## config.mk

```make
export PLATFORM = sky130hd
export DESIGN_NAME = nmea_sentence_framer_unit_flat
export DESIGN_NICKNAME = d
export VERILOG_FILES = /design/src/sv/nsf_pkg.sv /design/src/sv/nsf_in_if.sv /design/src/sv/nsf_out_if.sv /design/src/sv/nsf_step.sv /design/src/sv/nmea_sentence_framer_unit.sv /design/src/flat_wrapper.sv
export SDC_FILE = /design/constraint.sdc
export NUM_CORES = 1
export LEC_CHECK = 0
export ABC_AREA = 1
export BUFFER_PORTS_ARGS = -buffer_cell sky130_fd_sc_hd__buf_2
export CORE_MARGIN = 1.5
export CORE_UTILIZATION = 35
export DETAILED_ROUTE_END_ITERATION = 8
export GPL_ROUTABILITY_DRIVEN = 0
export MAX_ROUTING_LAYER = met4
export PLACE_DENSITY = 0.48
export SLEW_MARGIN = 20
export SYNTH_ARGS = -nofsm -noshare
export SYNTH_HDL_FRONTEND = slang
export SYNTH_SLANG_ARGS = --single-unit
```

## constraint.sdc

```tcl
create_clock -name clk -period 4.88 [get_ports clk]
set_clock_uncertainty 0.2 [all_clocks]
set_input_delay 0.488 -clock clk [delete_from_list [all_inputs] [get_ports clk]]
set_output_delay 0.488 -clock clk [all_outputs]
set_load 0.005 [all_outputs]
```

## src/sv/nsf_pkg.sv

```systemverilog
package nsf_pkg;

    localparam int MAX_LEN = 128;
    localparam int LEN_CAP = (MAX_LEN < 255) ? MAX_LEN + 1 : 255;
    localparam logic [7:0] MAX_LEN_B = 8'(MAX_LEN);
    localparam logic [7:0] LEN_CAP_B = 8'(LEN_CAP);
    localparam logic [7:0] MIN_LEN_B = 8'd5;

    localparam int NUM_TYPES = 8;
    localparam logic [2:0] TYPE_LEN = 3'd5;

    localparam logic [7:0] CH_DOLLAR = 8'h24;
    localparam logic [7:0] CH_STAR   = 8'h2A;
    localparam logic [7:0] CH_COMMA  = 8'h2C;

    localparam logic [2:0] ST_ACCEPT   = 3'd0;
    localparam logic [2:0] ST_CHECKSUM = 3'd1;
    localparam logic [2:0] ST_MALFORM  = 3'd2;
    localparam logic [2:0] ST_NODOLLAR = 3'd3;
    localparam logic [2:0] ST_OVERLONG = 3'd4;

    localparam logic [3:0] TYPE_OTHER = 4'd8;

    localparam logic [1:0] PH_EMPTY  = 2'd0;
    localparam logic [1:0] PH_DOLLAR = 2'd1;
    localparam logic [1:0] PH_OTHER  = 2'd2;

    localparam logic [1:0] HX_LEAD  = 2'd0;
    localparam logic [1:0] HX_DIGIT = 2'd1;
    localparam logic [1:0] HX_TRAIL = 2'd2;
    localparam logic [1:0] HX_BAD   = 2'd3;

    localparam logic [2:0] TCI_LONG   = 3'd6;
    localparam logic [2:0] TCI_CLOSED = 3'd7;

    localparam logic [8:0] HEX_SAT = 9'd256;

    typedef struct packed {
        logic [1:0] phase;
        logic [7:0] xsum;
        logic [7:0] count;
        logic [1:0] stars;
        logic [8:0] hex;
        logic [1:0] hex_st;
        logic [7:0] cand;
        logic [2:0] tci;
    } nsf_state_t;

    typedef struct packed {
        logic [2:0] status;
        logic [3:0] message_type;
        logic [7:0] computed_checksum;
        logic [7:0] sentence_length;
    } nsf_result_t;

    function automatic nsf_state_t clear_state();
        nsf_state_t s;
        s.phase  = PH_EMPTY;
        s.xsum   = 8'd0;
        s.count  = 8'd0;
        s.stars  = 2'd0;
        s.hex    = 9'd0;
        s.hex_st = HX_LEAD;
        s.cand   = 8'hFF;
        s.tci    = 3'd0;
        return s;
    endfunction

    // Character idx of known sentence type k
    function automatic logic [7:0] type_char(input logic [2:0] k, input logic [2:0] idx);
        logic [39:0] name;
        case (k)
            3'd0:    name = "GPGGA";
            3'd1:    name = "GPRMC";
            3'd2:    name = "PFLAA";
            3'd3:    name = "PFLAE";
            3'd4:    name = "PFLAS";
            3'd5:    name = "PFLAU";
            3'd6:    name = "PFLAV";
            default: name = "PGRMZ";
        endcase
        case (idx)
            3'd0:    return name[39:32];
            3'd1:    return name[31:24];
            3'd2:    return name[23:16];
            3'd3:    return name[15:8];
            3'd4:    return name[7:0];
            default: return 8'h00;
        endcase
    endfunction

endpackage

```

## src/sv/nsf_in_if.sv

```systemverilog
interface nsf_in_if;
    logic       valid;
    logic       ready;
    logic [7:0] data_byte;

    modport source (output valid, output data_byte, input ready);
    modport sink (input valid, input data_byte, output ready);
endinterface

```

## src/sv/nsf_out_if.sv

```systemverilog
interface nsf_out_if;
    logic       valid;
    logic       ready;
    logic [2:0] status;
    logic [3:0] message_type;
    logic [7:0] computed_checksum;
    logic [7:0] sentence_length;

    modport source (output valid, output status, output message_type,
                    output computed_checksum, output sentence_length, input ready);
    modport sink (input valid, input status, input message_type,
                  input computed_checksum, input sentence_length, output ready);
endinterface

```

## src/sv/nsf_step.sv

```systemverilog
module nsf_step (
    input  nsf_pkg::nsf_state_t  cur,
    input  logic [7:0]           data_byte,
    output nsf_pkg::nsf_state_t  nxt,
    output logic                 emit,
    output nsf_pkg::nsf_result_t result
);
    import nsf_pkg::*;

    always_comb
    begin
        logic [7:0]  c;
        logic [7:0]  keep;
        logic [3:0]  digit;
        logic        is_digit;
        logic        is_space;
        logic [12:0] hex_wide;
        logic [8:0]  eff;
        logic [3:0]  tcode;

        c        = data_byte;
        nxt      = cur;
        emit     = 1'b0;
        result   = '0;
        keep     = 8'd0;
        hex_wide = 13'd0;
        eff      = 9'd0;
        tcode    = TYPE_OTHER;

        is_space = (c == 8'h20) || (c inside {[8'h09:8'h0D]});
        is_digit = 1'b1;
        digit    = 4'd0;
        if (c inside {[8'h30:8'h39]})
            digit = 4'(c - 8'h30);
        else if (c inside {[8'h41:8'h46]})
            digit = 4'(c - 8'h37);
        else if (c inside {[8'h61:8'h66]})
            digit = 4'(c - 8'h57);
        else
            is_digit = 1'b0;

        if (cur.count == 8'd0)
        begin
            nxt       = clear_state();
            nxt.phase = (c == CH_DOLLAR) ? PH_DOLLAR : PH_OTHER;
            nxt.count = 8'd1;
        end
        else if (c == CH_DOLLAR)
        begin
            // Close the open buffer with its error status and restart on this dollar
            emit                     = 1'b1;
            result.message_type      = TYPE_OTHER;
            result.computed_checksum = cur.xsum;
            result.sentence_length   = cur.count;
            if (cur.phase != PH_DOLLAR)
                result.status = ST_NODOLLAR;
            else if (cur.count > MAX_LEN_B)
                result.status = ST_OVERLONG;
            else if (cur.count < MIN_LEN_B || cur.stars != 2'd1)
                result.status = ST_MALFORM;
            else
                result.status = ST_CHECKSUM;
            nxt       = clear_state();
            nxt.phase = PH_DOLLAR;
            nxt.count = 8'd1;
        end
        else
        begin
            if (cur.count < LEN_CAP_B)
                nxt.count = cur.count + 8'd1;

            if (cur.stars == 2'd0)
            begin
                if (c == CH_STAR)
                begin
                    nxt.stars = 2'd1;
                    if (cur.tci != TCI_CLOSED)
                    begin
                        if (cur.tci != TYPE_LEN)
                            nxt.cand = 8'd0;
                        nxt.tci = TCI_CLOSED;
                    end
                end
                else
                begin
                    nxt.xsum = cur.xsum ^ c;
                    if (cur.tci != TCI_CLOSED)
                    begin
                        if (c == CH_COMMA)
                        begin
                            if (cur.tci != TYPE_LEN)
                                nxt.cand = 8'd0;
                            nxt.tci = TCI_CLOSED;
                        end
                        else if (cur.tci < TYPE_LEN)
                        begin
                            for (int k = 0; k < NUM_TYPES; k++)
                                keep[k] = (type_char(3'(k), cur.tci) == c);
                            nxt.cand = cur.cand & keep;
                            nxt.tci  = cur.tci + 3'd1;
                        end
                        else
                        begin
                            nxt.cand = 8'd0;
                            nxt.tci  = TCI_LONG;
                        end
                    end
                end
            end
            else if (c == CH_STAR)
            begin
                if (cur.stars != 2'd3)
                    nxt.stars = cur.stars + 2'd1;
            end
            else if (cur.stars == 2'd1 && cur.hex_st != HX_BAD)
            begin
                if (is_space)
                begin
                    if (cur.hex_st == HX_DIGIT)
                        nxt.hex_st = HX_TRAIL;
                end
                else if (is_digit && (cur.hex_st == HX_LEAD || cur.hex_st == HX_DIGIT))
                begin
                    nxt.hex_st = HX_DIGIT;
                    hex_wide   = {cur.hex, 4'd0} + {9'd0, digit};
                    nxt.hex    = (hex_wide > {4'd0, HEX_SAT}) ? HEX_SAT : hex_wide[8:0];
                end
                else
                    nxt.hex_st = HX_BAD;
            end

            eff = (nxt.hex_st == HX_BAD) ? 9'd0 : nxt.hex;

            for (int k = NUM_TYPES - 1; k >= 0; k--)
                if (nxt.cand[k])
                    tcode = 4'(k);
            if (nxt.tci != TCI_CLOSED)
                tcode = TYPE_OTHER;

            if (nxt.phase == PH_DOLLAR && nxt.count >= MIN_LEN_B &&
                nxt.count <= MAX_LEN_B && nxt.stars == 2'd1 && eff == {1'b0, nxt.xsum})
            begin
                emit                     = 1'b1;
                result.status            = ST_ACCEPT;
                result.message_type      = tcode;
                result.computed_checksum = nxt.xsum;
                result.sentence_length   = nxt.count;
                nxt                      = clear_state();
            end
        end
    end

endmodule

```

## src/sv/nmea_sentence_framer_unit.sv

```systemverilog
// Checks NMEA sentences of the form $body*hex, one received byte per clock. A
// byte is taken into an input register and, once the output register has
// room, updates the framing state in a single pass; a byte that completes a
// valid sentence, or a '$' that closes an open buffer, loads one result into
// the output register. The sustained rate is one byte per cycle; the input
// stalls only while the output register holds a result that is not yet taken.
module nmea_sentence_framer_unit (
    input  logic             clk,
    input  logic             rst_n,
    nsf_in_if.sink           rx,
    nsf_out_if.source        res
);
    import nsf_pkg::*;

    logic        in_valid_reg;
    logic        in_valid_next;
    logic [7:0]  in_byte_reg;
    nsf_state_t  state_reg;
    nsf_state_t  state_next;
    logic        out_valid_reg;
    logic        out_valid_next;
    nsf_result_t out_reg;
    nsf_result_t step_result;
    logic        step_emit;
    logic        advance;

    nsf_step u_step (
        .cur       (state_reg),
        .data_byte (in_byte_reg),
        .nxt       (state_next),
        .emit      (step_emit),
        .result    (step_result)
    );

    // Process the held byte once the output register has room
    assign advance  = in_valid_reg && (!out_valid_reg || res.ready);
    assign rx.ready = !in_valid_reg || advance;

    always_comb
    begin
        if (rx.valid && rx.ready)
            in_valid_next = 1'b1;
        else if (advance)
            in_valid_next = 1'b0;
        else
            in_valid_next = in_valid_reg;

        if (advance && step_emit)
            out_valid_next = 1'b1;
        else if (res.ready)
            out_valid_next = 1'b0;
        else
            out_valid_next = out_valid_reg;
    end

    always_ff @(posedge clk or negedge rst_n)
    begin
        if (!rst_n)
        begin
            in_valid_reg  <= 1'b0;
            out_valid_reg <= 1'b0;
            state_reg     <= clear_state();
        end
        else
        begin
            in_valid_reg  <= in_valid_next;
            out_valid_reg <= out_valid_next;
            if (advance)
                state_reg <= state_next;
        end
    end

    always_ff @(posedge clk)
    begin
        if (rx.valid && rx.ready)
            in_byte_reg <= rx.data_byte;
        if (advance && step_emit)
            out_reg <= step_result;
    end

    assign res.valid             = out_valid_reg;
    assign res.status            = out_reg.status;
    assign res.message_type      = out_reg.message_type;
    assign res.computed_checksum = out_reg.computed_checksum;
    assign res.sentence_length   = out_reg.sentence_length;

    a_err_type_other: assert property (@(posedge clk) disable iff (!rst_n)
        (res.valid && res.status != ST_ACCEPT) |-> (res.message_type == TYPE_OTHER))
        else $error("error status with a known message type");

    a_accept_len: assert property (@(posedge clk) disable iff (!rst_n)
        (res.valid && res.status == ST_ACCEPT) |->
        (res.sentence_length >= MIN_LEN_B && res.sentence_length <= MAX_LEN_B))
        else $error("accepted sentence with bad length");

    a_hex_before_star: assert property (@(posedge clk) disable iff (!rst_n)
        (state_reg.stars == 2'd0) |-> (state_reg.hex == 9'd0 && state_reg.hex_st == HX_LEAD))
        else $error("hex field parsed before star");

    a_empty_phase: assert property (@(posedge clk) disable iff (!rst_n)
        (state_reg.count == 8'd0) == (state_reg.phase == PH_EMPTY))
        else $error("buffer phase disagrees with length");

endmodule

```

## src/flat_wrapper.sv

```systemverilog
// flat-port wrapper written by rule: the top's interface ports become plain ports
module nmea_sentence_framer_unit_flat import nsf_pkg::*;
  (clk, rst_n, rx_valid, rx_data_byte, rx_ready, res_valid, res_status, res_message_type, res_computed_checksum, res_sentence_length, res_ready);
  nsf_in_if rx_i ();
  nsf_out_if res_i ();
  input  logic clk;
  input  logic rst_n;
  input wire logic [$bits(rx_i.valid)-1:0] rx_valid;
  input wire logic [$bits(rx_i.data_byte)-1:0] rx_data_byte;
  output wire logic [$bits(rx_i.ready)-1:0] rx_ready;
  output wire logic [$bits(res_i.valid)-1:0] res_valid;
  output wire logic [$bits(res_i.status)-1:0] res_status;
  output wire logic [$bits(res_i.message_type)-1:0] res_message_type;
  output wire logic [$bits(res_i.computed_checksum)-1:0] res_computed_checksum;
  output wire logic [$bits(res_i.sentence_length)-1:0] res_sentence_length;
  input wire logic [$bits(res_i.ready)-1:0] res_ready;
  assign rx_i.valid = rx_valid;
  assign rx_i.data_byte = rx_data_byte;
  assign rx_ready = rx_i.ready;
  assign res_valid = res_i.valid;
  assign res_status = res_i.status;
  assign res_message_type = res_i.message_type;
  assign res_computed_checksum = res_i.computed_checksum;
  assign res_sentence_length = res_i.sentence_length;
  assign res_i.ready = res_ready;
  nmea_sentence_framer_unit u_core (.clk(clk), .rst_n(rst_n), .rx(rx_i), .res(res_i));
endmodule
```

==> results.md <==
- Status: complete, no violations
- Routed WL: 14400 um
- Setup TNS: 0 ns
- Remaining antenna violation count after routing: 0
- First-pass GRT wire length: 23500 um
- Cts hold-fix bufs: 0
- Commonest non-fill, non-tap cell in the layout: nand2_1
- Worst-Skew Late Latency: 0.35 ns
- Initial Utilization: 36.0%
- CP Data Arrival Time: 3.72 ns
- Tmin final: 3.87 ns
- Ys async rst share: 58.7%
- Drt initial violations: 299
- DP HPWL: 10500 um
- Mapped Nets: 744
- Fin nets: 777
- Synthesized area: 0.00525 mm^2
- Worst VDD drop: 0.208 mV
- R2R setup slack: 1.01 ns
- Core area: 0.0146 mm^2
- Largest cells by area after synthesis: edfxtp_1, dfrtp_1, nand2_1, inv_1, nand3_1
- Max Transition Viols Final: 0
- Origin of the critical flop-to-flop path: u_core.in_byte_reg[0]
- RR Endpoint: u_core.res.message_type[1]
- Setup-failing EPs final: 0
- CP max stage delay: 0.57 ns
- Buffer type at the clock tree root: clkbuf_16
- Site row count: 44
- CTS clock-pin slew for the worst setup and hold paths: 0.06 ns
- Critical path class: flop to flop
- Post-synth cell types: 46
- Yosys warnings: 0
- Synth top area share: 17.7%
- Cells after Synth: 718
- Top sig layer: met4
- Cts bufs inserted: 9
- Met3 WL: 695 um
- DIE HEIGHT: 126 um
- Die area: 0.0158 mm^2
- R2R cell count: 22
- Drc violations: 0
- Largest net degree at the start of global routing: 45
- Min-delay worst type: input pin to asynchronous set/reset pin
- Most used cell, CP: nand2_1
- Via count: 4842
- Leak: 2.84 nW
- Via-to-Cell Ratio: 5.15
- Prevailing post-synth register cell: dfrtp_1
- Worst Setup Slack, final: 1.01 ns
- Area Overhead vs Synth: 11.6%
- Post_cts resized: 0
- Clock Path Buffers: 2
- CP max-delay cell: edfxtp_1
- CP Cell Sequence: clkinv_1 > ha_1 > inv_1 > nand3_1 > nand3_2 > nand3_1 > nand3_1 > nand3_1 > nand2_1 > nand2_1 > nand2_1 > nand2_1 > nand2_1 > nand2_1 > inv_1 > nand2_1 > nor2_4 > nand3b_1 > nand2_1 > nand2_1 > inv_1 > buf_4
- Worst Path Required: 4.73 ns
- Yosys top cell by area: edfxtp_1
- Crit Path Max Fanout: 13
- Worst Tran Pin Value: 0.909 ns
- Achievable Freq: 0.258 GHz
- WL/cell: 15.3 um
- Worst setup EP type: flop
- Met2 Wirelength: 6830 um
- Max reg flops: 42
- Ant. Diodes: 0
- CTS Sinks: 75
- GRT Overall Usage: 19.4%
- Commonest non-fill, non-tap cells in the layout: nand2_1, inv_1, nand3_1, nor2_1
- Postcts setup bufs: 0
- I/O pins: 37
- Width of the die: 126 um
- Initial antenna violation count: 0
- Post-synth EDFFs: 31
- Layout cells sized above 1: 14.8%
- Synthesized flop and latch total: 75
- RSZ-0062 raised after global routing: no
- Crit path capture: u_core.res.message_type[1]
- Post-Layout Inst Area: 0.00587 mm^2
- CTS tree: yes
- Total congestion overflow: 0
- Setup WS pre-CTS: 1.02 ns
- H-tree levels: 3
- Final worst-path cycle share: 79.4%
- DP Area: 0.00556 mm^2
- Max Cap Violations: 0
- Power Dens Cells: 548 mW/mm^2
- Relative slew margins: 39.2%
- Sequential area share after synthesis: 38.9%
- Number of port buffers: 36
- Metal-1 WL: 6490 um
- CP startpoint: u_core.in_byte_reg[0]
- Hold Fails Final Rpt: 0
- Drt first pass iters: 5
- Synth Area per Inst: 7.32 um^2
- Vias in the first global route: 4593
- Worst Setup Start Kind: flop
## through the flow
| step | utilization, % | cells | hold slack [ns] | total power, mW |
|---|---|---|---|---|
| after global placement | 38.1 | 924 | 0.261 | 2.52 |
| after detailed placement | 38.1 | 924 | 0.267 | 2.51 |
| after global routing | 40.2 | 940 | 0.0949 | 3.49 |
| after CTS | 40.2 | 940 | 0.0628 | 3.22 |
| after floorplan | - | 718 | -0.00759 | 2.16 |
| final | 40.2 | 940 | 0.0314 | 3.21 |
## cells by family after synthesis
| family | synth area share, % |
|---|---|
| xor gates and xnor gates | 3.33 |
| DFF | 38.9 |
| and+or+nand+nor | 31.2 |
| buffers and inverters | 11.2 |
| adders and majority gates | 3.33 |
| AOI/OAI and AO/OA | 12.0 |
## where the power goes
group / switching [mW] / total [mW] / internal [mW]
Combinational: 1.06 / 1.57 / 0.508
Sequential: 0.127 / 0.950 / 0.823
Clock: 0.288 / 0.696 / 0.409
## metal layers
layer | global-route usage, % | up-vias
li1 | - | 2407
met1 | 24.6 | 2243
met2 | 31.1 | 159
met3 | 2.61 | 33
met4 | 8.42 | 0
met5 | - | -
## worst min-delay path by stage
stage | to | slack, ns | from | cells after the start
6_report | u_core.state_reg[11] | 0.03 | rst_n | 2
5_1_grt | u_core.in_valid_reg | 0.09 | rst_n | 2
4_1_cts | u_core.state_reg[1] | 0.06 | rst_n | 2
3_5_place_dp | u_core.state_reg[40] | 0.27 | u_core.state_reg[40] | 2
3_3_place_gp | u_core.state_reg[40] | 0.26 | u_core.state_reg[40] | 2
2_1_floorplan | u_core.in_valid_reg | -0.008 | rst_n | 0
## synthesized netlist by cell type (2+ instances only)
cell and number:
a22oi_1 2, clkbuf_1 6, buf_6 8, nand4_1 10, o22ai_1 35, nand2_4 4
xor2_1 19, dfrtp_1 36, inv_2 11, clkinv_1 5, a21oi_1 19, edfxtp_1 31
o21ai_0 27, o21ai_1 10, nand2_2 8, nor2_2 6, nor4_1 4, o21ai_2 4
buf_2 5, nor3_1 6, nor2_1 55, nand2_1 199, nor2_4 3, nand3_1 65
nand3_2 4, ha_1 14, nand3b_1 2, dfstp_2 8, inv_1 95
## final cells by class
| type | count | area (um^2) |
|---|---|---|
| sequential | 75 | 2040 |
| clock buffer | 12 | 279 |
| clock inverter | 4 | 27.5 |
| inverter | 112 | 423 |
| timing repair buffer | 44 | 240 |
| tap | 184 | 230 |
| multi-input combinational | 509 | 2620 |
| fill | 1511 | 8720 |
## worst max-delay path: cells and delay by family, from the launching register on
kind,cells,cell delay (ns)
and+or+nand+nor,16,1.63
buffers and inverters,5,0.82
DFF,1,0.57
adders and majority gates,1,0.32
Power figures use the tool's default switching activity.
